`src/rtl/lns_pkg.sv`:
```
// shared types, constants and helpers for the longest non-decreasing subsequence block
package lns_pkg;

  localparam int VALUES = 16;
  localparam int VAL_W  = 4;
  localparam int LEN_W  = 8;
  localparam int IDX_W  = (VALUES > 1) ? $clog2(VALUES) : 1;
  localparam int CMP_W  = ((VAL_W > IDX_W) ? VAL_W : IDX_W) + 1;
  localparam logic [LEN_W-1:0] LEN_MAX = {LEN_W{1'b1}};

  typedef logic [IDX_W-1:0] idx_t;
  typedef logic [LEN_W-1:0] len_t;

  typedef struct packed {
    logic valid;
    logic first;
    idx_t idx;
    len_t peak;
  } token_t;

  typedef struct packed {
    logic valid;
    len_t length_here;
    len_t length_best;
  } result_t;

  function automatic idx_t clamp_idx(input logic [VAL_W-1:0] v);
    logic [CMP_W-1:0] ve;
    ve = CMP_W'(v);
    if (ve >= CMP_W'(VALUES)) return IDX_W'(VALUES - 1);
    else return IDX_W'(ve);
  endfunction

  function automatic len_t sat_inc(input len_t l);
    if (l == LEN_MAX) return LEN_MAX;
    else return l + len_t'(1);
  endfunction

endpackage

```
`src/rtl/lns_in_if.sv`:
```
// input channel carrying one sequence element per item
interface lns_in_if;
  logic                          valid;
  logic                          ready;
  logic [lns_pkg::VAL_W-1:0]     value;
  logic                          first;

  modport source (output valid, output value, output first, input ready);
  modport sink   (input valid, input value, input first, output ready);
endinterface

```
`src/rtl/lns_out_if.sv`:
```
// output channel carrying the two lengths per item
interface lns_out_if;
  logic              valid;
  logic              ready;
  lns_pkg::len_t     length_here;
  lns_pkg::len_t     length_best;

  modport source (output valid, output length_here, output length_best, input ready);
  modport sink   (input valid, input length_here, input length_best, output ready);
endinterface

```
`src/rtl/lns_cell.sv`:
```
// one value cell: holds the best length ending at its value and passes the token on
module lns_cell (
  input  logic            clk,
  input  logic            rst,
  input  logic            advance,
  input  lns_pkg::idx_t   pos,
  input  lns_pkg::token_t tok_in,
  output lns_pkg::token_t tok_out
);

  lns_pkg::len_t   entry;
  lns_pkg::len_t   entry_eff;
  lns_pkg::len_t   peak_max;
  lns_pkg::len_t   entry_next;
  lns_pkg::token_t tok_next;

  always_comb begin
    entry_eff  = tok_in.first ? '0 : entry;
    peak_max   = (entry_eff > tok_in.peak) ? entry_eff : tok_in.peak;
    tok_next   = tok_in;
    entry_next = entry_eff;
    if (pos < tok_in.idx) begin
      tok_next.peak = peak_max;
    end else if (pos == tok_in.idx) begin
      tok_next.peak = lns_pkg::sat_inc(peak_max);
      entry_next    = tok_next.peak;
    end
  end

  always_ff @(posedge clk) begin
    if (rst) begin
      entry         <= '0;
      tok_out.valid <= 1'b0;
    end else if (advance) begin
      tok_out <= tok_next;
      if (tok_in.valid) entry <= entry_next;
    end
  end

endmodule

```
`src/rtl/lns_tail.sv`:
```
// end of the chain: running maximum and output register
module lns_tail (
  input  logic             clk,
  input  logic             rst,
  input  logic             advance,
  input  lns_pkg::token_t  tok_in,
  output lns_pkg::result_t res
);

  lns_pkg::len_t running_best;
  lns_pkg::len_t base;
  lns_pkg::len_t running_best_next;

  always_comb begin
    base              = tok_in.first ? '0 : running_best;
    running_best_next = (tok_in.peak > base) ? tok_in.peak : base;
  end

  always_ff @(posedge clk) begin
    if (rst) begin
      running_best <= '0;
      res.valid    <= 1'b0;
    end else if (advance) begin
      res.valid <= tok_in.valid;
      if (tok_in.valid) begin
        running_best    <= running_best_next;
        res.length_here <= tok_in.peak;
        res.length_best <= running_best_next;
      end
    end
  end

endmodule

```
`src/rtl/longest_nondecreasing_subsequence.sv`:
```
// Streaming longest non-decreasing subsequence length. Each item runs down a chain of
// VALUES cells, one cell per cycle, collecting the best length over the cells up to its
// value and writing its own length into the cell of its value; a tail stage keeps the
// running maximum. One item can be accepted every cycle while the output is not stalled:
// the item loads the first cell on the accepting edge, then moves through each remaining
// cell in turn and into the output register.
// A stalled output holds the whole chain. first clears the table as the item passes each
// cell; values of VALUES or more count as VALUES-1.
module longest_nondecreasing_subsequence (
  input  logic           clk,
  input  logic           rst,
  lns_in_if.sink         din,
  lns_out_if.source      dout
);

  lns_pkg::token_t  tok [0:lns_pkg::VALUES];
  lns_pkg::result_t res;
  logic             advance;

  assign advance = !res.valid || dout.ready;
  assign din.ready = advance;

  always_comb begin
    tok[0].valid = din.valid;
    tok[0].first = din.first;
    tok[0].idx   = lns_pkg::clamp_idx(din.value);
    tok[0].peak  = '0;
  end

  for (genvar i = 0; i < lns_pkg::VALUES; i++) begin : g_cell
    lns_cell u_cell (
      .clk     (clk),
      .rst     (rst),
      .advance (advance),
      .pos     (lns_pkg::IDX_W'(i)),
      .tok_in  (tok[i]),
      .tok_out (tok[i+1])
    );
  end

  lns_tail u_tail (
    .clk     (clk),
    .rst     (rst),
    .advance (advance),
    .tok_in  (tok[lns_pkg::VALUES]),
    .res     (res)
  );

  assign dout.valid       = res.valid;
  assign dout.length_here = res.length_here;
  assign dout.length_best = res.length_best;

endmodule

```
`src/flat_wrapper.sv`:
```
// flat-port wrapper written by rule: the top's interface ports become plain ports
module longest_nondecreasing_subsequence_flat 
  (clk, rst, din_valid, din_value, din_first, din_ready, dout_valid, dout_length_here, dout_length_best, dout_ready);
  lns_in_if din_i ();
  lns_out_if dout_i ();
  input  logic clk;
  input  logic rst;
  input wire logic [$bits(din_i.valid)-1:0] din_valid;
  input wire logic [$bits(din_i.value)-1:0] din_value;
  input wire logic [$bits(din_i.first)-1:0] din_first;
  output wire logic [$bits(din_i.ready)-1:0] din_ready;
  output wire logic [$bits(dout_i.valid)-1:0] dout_valid;
  output wire logic [$bits(dout_i.length_here)-1:0] dout_length_here;
  output wire logic [$bits(dout_i.length_best)-1:0] dout_length_best;
  input wire logic [$bits(dout_i.ready)-1:0] dout_ready;
  assign din_i.valid = din_valid;
  assign din_i.value = din_value;
  assign din_i.first = din_first;
  assign din_ready = din_i.ready;
  assign dout_valid = dout_i.valid;
  assign dout_length_here = dout_i.length_here;
  assign dout_length_best = dout_i.length_best;
  assign dout_i.ready = dout_ready;
  longest_nondecreasing_subsequence u_core (.clk(clk), .rst(rst), .din(din_i), .dout(dout_i));
endmodule
```
`config.mk`:
```
export PLATFORM = sky130hd
export DESIGN_NAME = longest_nondecreasing_subsequence_flat
export DESIGN_NICKNAME = d
export VERILOG_FILES = /design/src/rtl/lns_pkg.sv /design/src/rtl/lns_in_if.sv /design/src/rtl/lns_out_if.sv /design/src/rtl/lns_cell.sv /design/src/rtl/lns_tail.sv /design/src/rtl/longest_nondecreasing_subsequence.sv /design/src/flat_wrapper.sv
export SDC_FILE = /design/constraint.sdc
export NUM_CORES = 1
export LEC_CHECK = 0
export BUFFER_PORTS_ARGS = -buffer_cell sky130_fd_sc_hd__clkbuf_2
export CAP_MARGIN = 20
export CORE_ASPECT_RATIO = 0.6
export CORE_MARGIN = 1
export CORE_UTILIZATION = 58
export CTS_BUF_LIST = sky130_fd_sc_hd__clkbuf_4 sky130_fd_sc_hd__clkbuf_8
export DETAILED_ROUTE_END_ITERATION = 6
export GPL_TIMING_DRIVEN = 1
export HOLD_SLACK_MARGIN = 0.08
export PLACE_DENSITY_LB_ADDON = 0.2
export SLEW_MARGIN = 20
export SYNTH_ARGS = -nofsm -noshare
export SYNTH_HDL_FRONTEND = slang
export SYNTH_SLANG_ARGS = --single-unit
```
`constraint.sdc`:
```
create_clock -name clk -period 30.4 [get_ports clk]
set_input_delay 0 -clock clk [delete_from_list [all_inputs] [get_ports clk]]
set_output_delay 0 -clock clk [all_outputs]
set_load 0.05 [all_outputs]
```
==> metrics.cfg, run 1 <==
[run_status]
status=finished, final reports clean

[clock_tree]
cts_tree=built
cts_root_buf=clkbuf_8
clk_path_buf_depth=3
clk_latency_ns=0.65
clk_pin_slew_worst_paths_ns=0.07
cts_setup_buffers=0
cts_num_sinks=373
cts_inserted_buffers=57
htreeDepth=2

[timing]
setup_slack_ns=26.27
drv_slew=0
finalSetupViolations=0
max_slew_margin_pct=24.2
finalSetupTns_ns=0
worst_pin_slew_ns=1.13
period_minus_slack_ns=4.13
period_share_pct=13.6
fin_worst_skew_ns=0.0365
fmax_mhz=242
rsz0062_at_grt=false
hold_viol_final=0

[global_route]
antenna_found_initial=0
grt_pass1_wl_mm=102
grt_max_degree=82
grt_pass1_vias=19200
track_usage_pct=29.4
grt-ovfl-total=0

[synth]
synth_fa_ha_area_share_pct=5.34
synth_area_leader_cell=edfxtp_1
synth_seq_cells=373
ys_warn_count=0
synth_fp_nets=2784
synth_edf_count=220
synth-simple-area-share_pct=21.1
synth.yosys.seq_area_share_pct=40.2
netlist_area_um2=24100
ys_types=104
synth.avg_cell_area_um2=9.01
synthArstFlopShare_pct=0
ys.flop_type=edfxtp_1
synth_xor_area_share_pct=3.75
synth_top_family_by_area=simple AND/OR/NAND/NOR gates
synth.area.mux_share_pct=4.65
synth_compound_area_share_pct=20.9
synth.area.top_cells=edfxtp_1, dfxtp_1, ha_1
synth_top_area_share_pct=27.4
syn_inst=2673

[critical_path]
reg2reg_slack_ns=26.27
cp_max_fo=13
start_kind=flop
crit_path_end_kind=flop
worstPathArrival_ns=4.62
crit_type=reg -> reg
worstPathRequired_ns=30.89

[drt]
drt_iter0_markers=2398
drc=0
drtAntennaViolNets=0
num_vias=20800
first_pass_iters=6
routed_wl_mm=63.3
vias_per_cell=6.39
wire_per_inst_um=19.4

[floorplanning]
core_area_um2=40700
die_area_um2=42400
initial_core_util_pct=59.2
die_y_um=160
ios=27
die_w_um=265
num_rows=57

[finish]
antenna_cells=0
layout-drive-gt1-share_pct=8.35
nets=2793
postLayoutCellArea_um2=26200
layout_commonest_cell=nand2_1
most-common-layout-cells=nand2_1, edfxtp_1, nor2_1
area_delta_synth_final_pct=8.63
final_util_pct=64.3

[power]
leakage_uw=0.0102
ir_drop_v=0.0000496
powerDensity_nw_per_um2=48.0
p_total_uw=1260

[placement]
place_area_um2=24500
dp_slack_ns=26.35
place.gp.congestion=0.952
io_buffers=26
dp_hpwl_mm=44.7

[flow_run]
drv_cap=0

[worst_hold_path]
hp-class=in -> reg

==> kinds of logic after synthesis <==
family / count (synthesis)
AND/OR/NAND/NOR: 1009
AO/OA/AOI/OAI: 735
flip-flops: 373
buffers and inverters: 243
multiplexers: 107
XOR/XNOR: 103
adder cells (fa/ha/maj): 103
==> registers in the layout (all words and copies together), names as in the netlist <==
signal                        flops
u_core.g_cell.u_cell.tok_out    220
u_core.u_tail.res                17
u_core.u_tail.running_best        8
u_core.g_cell.u_cell.entry      128
==> synth_stat cells, types with 18 or more instances <==
cell	instances
nor2_1	218
a221o_1	27
nor3_1	51
nand2b_1	47
mux2i_1	75
xor2_1	41
inv_1	140
o21ai_0	155
xnor2_1	62
and3_1	32
a211oi_1	28
ha_1	102
a31oi_1	22
nand4_1	26
nor2b_1	106
a21oi_1	172
a22oi_1	39
nand3_1	105
buf_2	18
and2_1	28
nand2_1	283
edfxtp_1	220
a21o_1	39
mux2_2	29
clkbuf_1	72
o211ai_1	35
dfxtp_1	153
==> worst max-delay path, stage by stage (launching register included) <==
cell and delay (ns):
edfxtp_1 0.57, nor2b_1 0.35, ha_1 0.31, a21o_1 0.16, nand3_1 0.08, a21oi_1 0.09
nor2_1 0.27, mux2_2 0.38, ha_1 0.27, and3_1 0.23, and3_1 0.22, nand3_1 0.09
mux2i_1 0.16, nor2_1 0.44, a21oi_1 0.12, o21ai_0 0.16, a21oi_1 0.08
==> final cells by class <==
cell class | count | area [um2]
clock inverters | 32 | 490
fillers | 3316 | 14500
well taps | 531 | 664
multi-input cells | 2057 | 13400
clock buffers | 75 | 1000
repair buffers | 52 | 353
inverters | 141 | 529
flip-flops and latches | 373 | 9670
==> repair_timing <==
| item | 4_1_cts | 5_1_grt |
|---|---|---|
| gates resized for setup | 0 | 0 |
| endpoints found under the hold margin | 73 | 0 |
| hold buffers | 11 | 0 |
==> power breakdown <==
group          internal (uW)  switching [uW]  leakage, uW  total [uW]
Clock                    326             217     0.000762         543
Sequential               561            31.7      0.00339         593
Combinational           47.4            73.1      0.00601         120
Total                    935             321       0.0102        1260
==> final timing paths <==
kind                                                           start                            endpoint  cells past startpoint
worst min register to register      u_core.g_cell[6].u_cell.entry[7]    u_core.g_cell[6].u_cell.entry[7]                      2
worst max register to register  u_core.g_cell[14].u_cell.tok_out[12]   u_core.g_cell[15].u_cell.entry[4]                     16
worst min-delay path                                    din_value[1]  u_core.g_cell[0].u_cell.tok_out[9]                      2
worst max-delay path            u_core.g_cell[14].u_cell.tok_out[12]   u_core.g_cell[15].u_cell.entry[4]                     16
==> stage by stage <==
step | instances | hold WS (ns)
final | 3261 | 0.131
after global routing | 3261 | 0.102
after CTS | 3260 | 0.0840
after detailed placement | 3142 | 0.196
after global placement | 3142 | 0.194
after floorplan | 2673 | 0.0989
==> layer usage <==
metal | vias up | share of wire [%] | track usage (%)
li1 | 9922 | - | -
met1 | 9872 | 50 | 47.7
met2 | 961 | 39 | 39.7
met3 | 77 | 9.6 | 5.71
met4 | 0 | 1.2 | 5.94
met5 | - | 0 | 0
(Power assumes the default switching activity.)
==> run 2: changes to the inputs <==
--- a/config.mk
+++ b/config.mk
@@ -5,6 +5,7 @@
 export SDC_FILE = /design/constraint.sdc
 export NUM_CORES = 1
 export LEC_CHECK = 0
+export ABC_AREA = 1
 export BUFFER_PORTS_ARGS = -buffer_cell sky130_fd_sc_hd__clkbuf_2
 export CAP_MARGIN = 20
 export CORE_ASPECT_RATIO = 0.6
==> constraint.sdc (replaced) <==
create_clock -name clk -period 3.65 [get_ports clk]
set_input_delay 0 -clock clk [delete_from_list [all_inputs] [get_ports clk]]
set_output_delay 0 -clock clk [all_outputs]
set_load 0.05 [all_outputs]
==> metrics.cfg, run 2 <==
[run_status]
status=complete, but fails checks
violations=design-rule violations

[synth]
synth_most_common_cell=nand2_1
synthArstFlopShare_pct=0
synth_fp_nets=3264
synth.area.top_cells=edfxtp_1, nand2_1, dfxtp_1
ys_warn_count=0
ys_types=43
netlist_area_um2=23500
synth.yosys.seq_area_share_pct=41.2
synth.avg_cell_area_um2=7.45
synth_common_cells=nand2_1, inv_1, a21oi_1, nand3_1, edfxtp_1
synth_top_area_share_pct=28.1
synth_seq_cells=373
synth_area_leader_cell=edfxtp_1
syn_inst=3153
ys.flop_type=edfxtp_1
synth_edf_count=220

[critical_path]
crit_type=reg -> reg
cp_max_fo=15
reg2reg_slack_ns=0.20
crit_path_end_kind=flop
worstPathArrival_ns=3.81
start_kind=flop
worstPathRequired_ns=4.01

[global_route]
grt_pass1_wl_mm=102
grt_max_degree=131
track_usage_pct=30.5
antenna_found_initial=2
grt_pass1_vias=19900
grt-ovfl-total=0

[finish]
largest_registers=u_core.g_cell.u_cell.tok_out x220, u_core.g_cell.u_cell.entry x128, u_core.u_tail.res x17
postLayoutCellArea_um2=25600
regMostFlops=u_core.g_cell.u_cell.tok_out
layout_commonest_cell=nand2_1
area_delta_synth_final_pct=9.14
largest_register_ff_count=220
final_util_pct=65.0
nets=3330
layout-drive-gt1-share_pct=10.5
most-common-layout-cells=nand2_1, inv_1, a21oi_1
final_cells=3790

[floorplanning]
ios=27
die_y_um=158
die_w_um=262
die_area_um2=41300
core_area_um2=39400
num_rows=56
initial_core_util_pct=59.5

[clock_tree]
cts_inserted_buffers=56
cts_num_sinks=373
clk_pin_slew_worst_paths_ns=0.07
htreeDepth=2
clk_path_buf_depth=3
cts_setup_buffers=0
cts_root_buf=clkbuf_8
cts_tree=built
clk_latency_ns=0.63

[timing]
rsz0062_at_grt=false
period_minus_slack_ns=3.45
max_slew_margin_pct=27.7
fmax_mhz=290
finalSetupTns_ns=0
worst_pin_slew_ns=1.08
fin_worst_skew_ns=0.0279
finalSetupViolations=0
drv_slew=0
hold_viol_final=0
period_share_pct=94.4

[drt]
num_vias=22200
drtAntennaViolNets=0
drc=11
routed_wl_mm=63.7
drt_iter0_markers=2323
first_pass_iters=7
vias_per_cell=5.86
wire_per_inst_um=16.8

[power]
leakage_uw=0.0120
seqPwrFrac_pct=47.0
p_comb_share_pct=15.0
p_int_uw=7450
p_total_uw=10400
pwr-share-clk_pct=38.0
power.switching_uw=2950
powerDensity_nw_per_um2=406
sw_frac_of_total_pct=28.4
ir_drop_v=0.000285

[placement]
place_inst=3675
io_buffers=26
dp_hpwl_mm=46.3
place.gp.congestion=0.974
place_area_um2=24200

[flow_run]
drv_cap=0

[worst_hold_path]
hp-class=in -> reg

[run 2: cell types whose count changed in the layout (fill, tap and decap cells not counted), sizes merged, moves of 78 or more]
cell / before / now
nand3: 105 / 230
nor2b: 111 / 0
mux2i: 78 / 0
nand2: 283 / 926
inv: 141 / 458
a21oi: 173 / 324
[run 2: power by group through the flow]
stage               combinational, uW  sequential [uW]  clock [uW]
finish                           1560             4890        3960
global route                     1750             4910        4210
CTS                              1520             4880        4020
detailed placement               1500             4970           0
global placement                 1450             4970           0
floorplan                        1160             4900           0
[run 2: repair_timing]
item | CTS | global route
hold buffers | 8 | 0
endpoints found under the hold margin | 36 | 0
endpoints found under the setup margin | 0 | 7
gates resized for setup | 0 | 4
[run 2: final timing paths]
| check | startpoint | cells after the start | endpoint |
|---|---|---|---|
| worst max-delay path | u_core.g_cell[10].u_cell.tok_out[12] | 16 | u_core.g_cell[11].u_cell.tok_out[4] |
| worst max register to register | u_core.g_cell[10].u_cell.tok_out[12] | 16 | u_core.g_cell[11].u_cell.tok_out[4] |
| worst min register to register | u_core.g_cell[10].u_cell.tok_out[8] | 0 | u_core.g_cell[11].u_cell.tok_out[8] |
| worst min-delay path | din_value[0] | 2 | u_core.g_cell[0].u_cell.tok_out[8] |
[run 2: cell type report]
class	instances	area, um2
Sequential cell	373	9670
Multi-Input combinational cell	2273	11900
Antenna cell	1	2.50
Fill cell	3416	13800
Inverter	461	1730
Tap cell	522	653
Clock inverter	25	270
Clock buffer	81	1030
Timing Repair Buffer	54	398
[run 2: worst max-delay path, stage by stage, from the launching register on]
cell and delay [ns]:
edfxtp_1 0.41, inv_1 0.22, nand2_1 0.11, inv_1 0.12
ha_1 0.26, a21oi_1 0.16, nor2_1 0.07, a211oi_1 0.28
nand2_2 0.19, nand2_2 0.30, nand2_1 0.12, nand2_1 0.12
nand3_1 0.22, nor2_2 0.22, o21ai_0 0.16, nand2_1 0.14
o211ai_1 0.09
[run 2: cell families (layout without fill, tap and decap cells)]
family	after synthesis	in the layout	synth area share, %
xor+xnor	3	3	0.112
flops	373	373	41.2
compound gates	709	709	17.3
simple gates	1459	1459	27.5
buf+inv	507	621	8.44
other cells	0	1	0
fa+ha+maj	102	102	5.43
[run 2: metal layers]
layer	routed length (um)	share of wire (%)	track usage (%)	up-vias
met5	0	0	0	-
met4	914	1.4	6.87	0
met3	7200	11	6.39	93
met2	25200	40	41.8	1133
met1	30400	48	48.0	10200
li1	-	-	-	10700
[run 2: stage by stage]
stage | setup WS (ns) | hold slack, ns
finish | 0.204 | 0.150
global route | 0.0137 | 0.136
CTS | 0.311 | 0.103
detailed placement | 0.351 | 0.210
global placement | 0.354 | 0.201
floorplan | -0.462 | 0.0989
==> run 3: changes to the inputs <==
--- a/config.mk
+++ b/config.mk
@@ -11,7 +11,6 @@
 export CORE_ASPECT_RATIO = 0.6
 export CORE_MARGIN = 1
 export CORE_UTILIZATION = 58
-export CTS_BUF_LIST = sky130_fd_sc_hd__clkbuf_4 sky130_fd_sc_hd__clkbuf_8
 export DETAILED_ROUTE_END_ITERATION = 6
 export GPL_TIMING_DRIVEN = 1
 export HOLD_SLACK_MARGIN = 0.08
==> metrics.cfg, run 3 (same netlist as run 2, synthesis figures left out) <==
[run_status]
status=finished, final reports clean

[clock_tree]
cts_num_sinks=373
cts_inserted_buffers=38
htreeDepth=2
cts_root_buf=clkbuf_16
clk_path_buf_depth=3
clk_pin_slew_worst_paths_ns=0.07
cts_tree=built
cts_setup_buffers=0
clk_latency_ns=0.55

[critical_path]
worstPathArrival_ns=3.67
cpPeakStageDelay_ns=0.42
worstPathRequired_ns=3.93
rr_worst_depth=16
slowest_stage=edfxtp_1
worstPathCellList=inv_1, nand2_1, inv_1, ha_1, a21oi_1, nor2_1, a211oi_1, nand2_2, nand2_2, nand2_1, nand2_1, nand3_1, nor2_2, o21ai_0, nand2_1, o211ai_1
crit_path_end_kind=flop
cp.depth=16
cp_common_cell=nand2_1
crit_type=reg -> reg
cp_top_family=simple AND/OR/NAND/NOR gates
cp_max_fo=15
critPathBufInv=2
start_kind=flop

[power]
seqPwrFrac_pct=45.0
p_comb_share_pct=14.4
ir_drop_v=0.000340
leakage_uw=0.0120
powerDensity_nw_per_um2=422
p_int_uw=7870
sw_frac_of_total_pct=27.5
pwr-share-clk_pct=40.6
power.switching_uw=2990

[floorplanning]
core_area_um2=39400
initial_core_util_pct=59.5
die_y_um=158
ios=27
num_rows=56
die_w_um=262
die_area_um2=41300

[timing]
rsz0062_at_grt=false
max_slew_margin_pct=28.2
fin_worst_skew_ns=0.0210
finalSetupViolations=0
whs_ns=0.209
period_minus_slack_ns=3.39
hold_viol_final=0
worst_pin_slew_ns=1.07
drv_slew=0
period_share_pct=92.8
fmax_mhz=295

[flow_run]
drv_cap=0

[drt]
vias_per_cell=5.91
num_vias=22200
drtAntennaViolNets=0
wire_per_inst_um=16.9
drc=0
routed_wl_mm=63.5
drt_iter0_markers=2562
first_pass_iters=6

[placement]
dp_hpwl_mm=46.3
place_area_um2=24200
place.gp.congestion=0.974
io_buffers=26

[worst_hold_path]
min_path_cells=2
hp-class=in -> reg

[global_route]
grt_pass1_wl_mm=102
grt-ovfl-total=0
track_usage_pct=30.6
antenna_found_initial=0
grt_pass1_vias=19700
grt_max_degree=131

[finish]
regMostFlops=u_core.g_cell.u_cell.tok_out
largest_registers=u_core.g_cell.u_cell.tok_out x220, u_core.g_cell.u_cell.entry x128, u_core.u_tail.res x17
most-common-layout-cells=nand2_1, inv_1, a21oi_1
nets=3311
antenna_cells=0
layout_commonest_cell=nand2_1
postLayoutCellArea_um2=25700
largest_register_ff_count=220
area_delta_synth_final_pct=9.51
layout-drive-gt1-share_pct=9.50

run 3: cell types whose count changed in the layout (fill, tap and decap cells not counted), sizes merged:
cell,previous run,this run
inv,458,459
dlygate4sd3,8,7
clkinvlp,2,3
clkinv,20,13
bufinv,6,8
diode,1,0
clkbuf,107,74
run 3: power by group through the flow:
stage               clock (uW)  sequential, uW  combinational [uW]
detailed placement           0            4970                1500
CTS                       4460            4880                1520
floorplan                    0            4900                1160
finish                    4410            4890                1560
global route              4640            4910                1750
global placement             0            4970                1450
run 3: final timing paths:
kind | from | to | slack [ns]
setup / recovery | u_core.g_cell[10].u_cell.tok_out[12] | u_core.g_cell[11].u_cell.tok_out[4] | 0.26
hold / removal | din_value[0] | u_core.g_cell[0].u_cell.tok_out[8] | 0.21
setup reg to reg | u_core.g_cell[10].u_cell.tok_out[12] | u_core.g_cell[11].u_cell.tok_out[4] | 0.26
hold reg to reg | u_core.g_cell[11].u_cell.tok_out[11] | u_core.g_cell[12].u_cell.tok_out[11] | 0.44
run 3: timing repair:
item                                    CTS  global route
hold endpoints to repair                 31             0
hold buffers                              7             0
endpoints found under the setup margin    0            11
gates resized for setup                   0             4
run 3: area by class of cell:
| type | count | area [um2] |
|---|---|---|
| Fill cell | 3375 | 13700 |
| Inverter | 461 | 1730 |
| Sequential cell | 373 | 9670 |
| Tap cell | 522 | 653 |
| Clock buffer | 48 | 1070 |
| Clock inverter | 22 | 330 |
| Timing Repair Buffer | 53 | 388 |
| Multi-Input combinational cell | 2273 | 11900 |
run 3: metrics by stage:
stage | util, % | std cells | setup slack [ns] | setup TNS, ns | power (uW)
6_report | 65.2 | 3752 | 0.262 | 0 | 10900
5_1_grt | 65.2 | 3752 | 0.0348 | 0 | 11300
4_1_cts | 65.1 | 3752 | 0.293 | 0 | 10900
3_5_place_dp | 61.4 | 3675 | 0.351 | 0 | 6470
3_3_place_gp | 61.4 | 3675 | 0.354 | 0 | 6420
2_1_floorplan | - | 3153 | -0.462 | -94.26 | 6060
run 3: metal layers:
| metal | wire length [um] | GRT usage [%] | part of all wire [%] | up-vias |
|---|---|---|---|---|
| li1 | - | - | - | 10700 |
| met1 | 30600 | 49.1 | 48 | 10300 |
| met2 | 25000 | 41.7 | 39 | 1126 |
| met3 | 6940 | 5.12 | 11 | 93 |
| met4 | 845 | 6.48 | 1.3 | 2 |
| met5 | 42 | 0.966 | 0.066 | - |
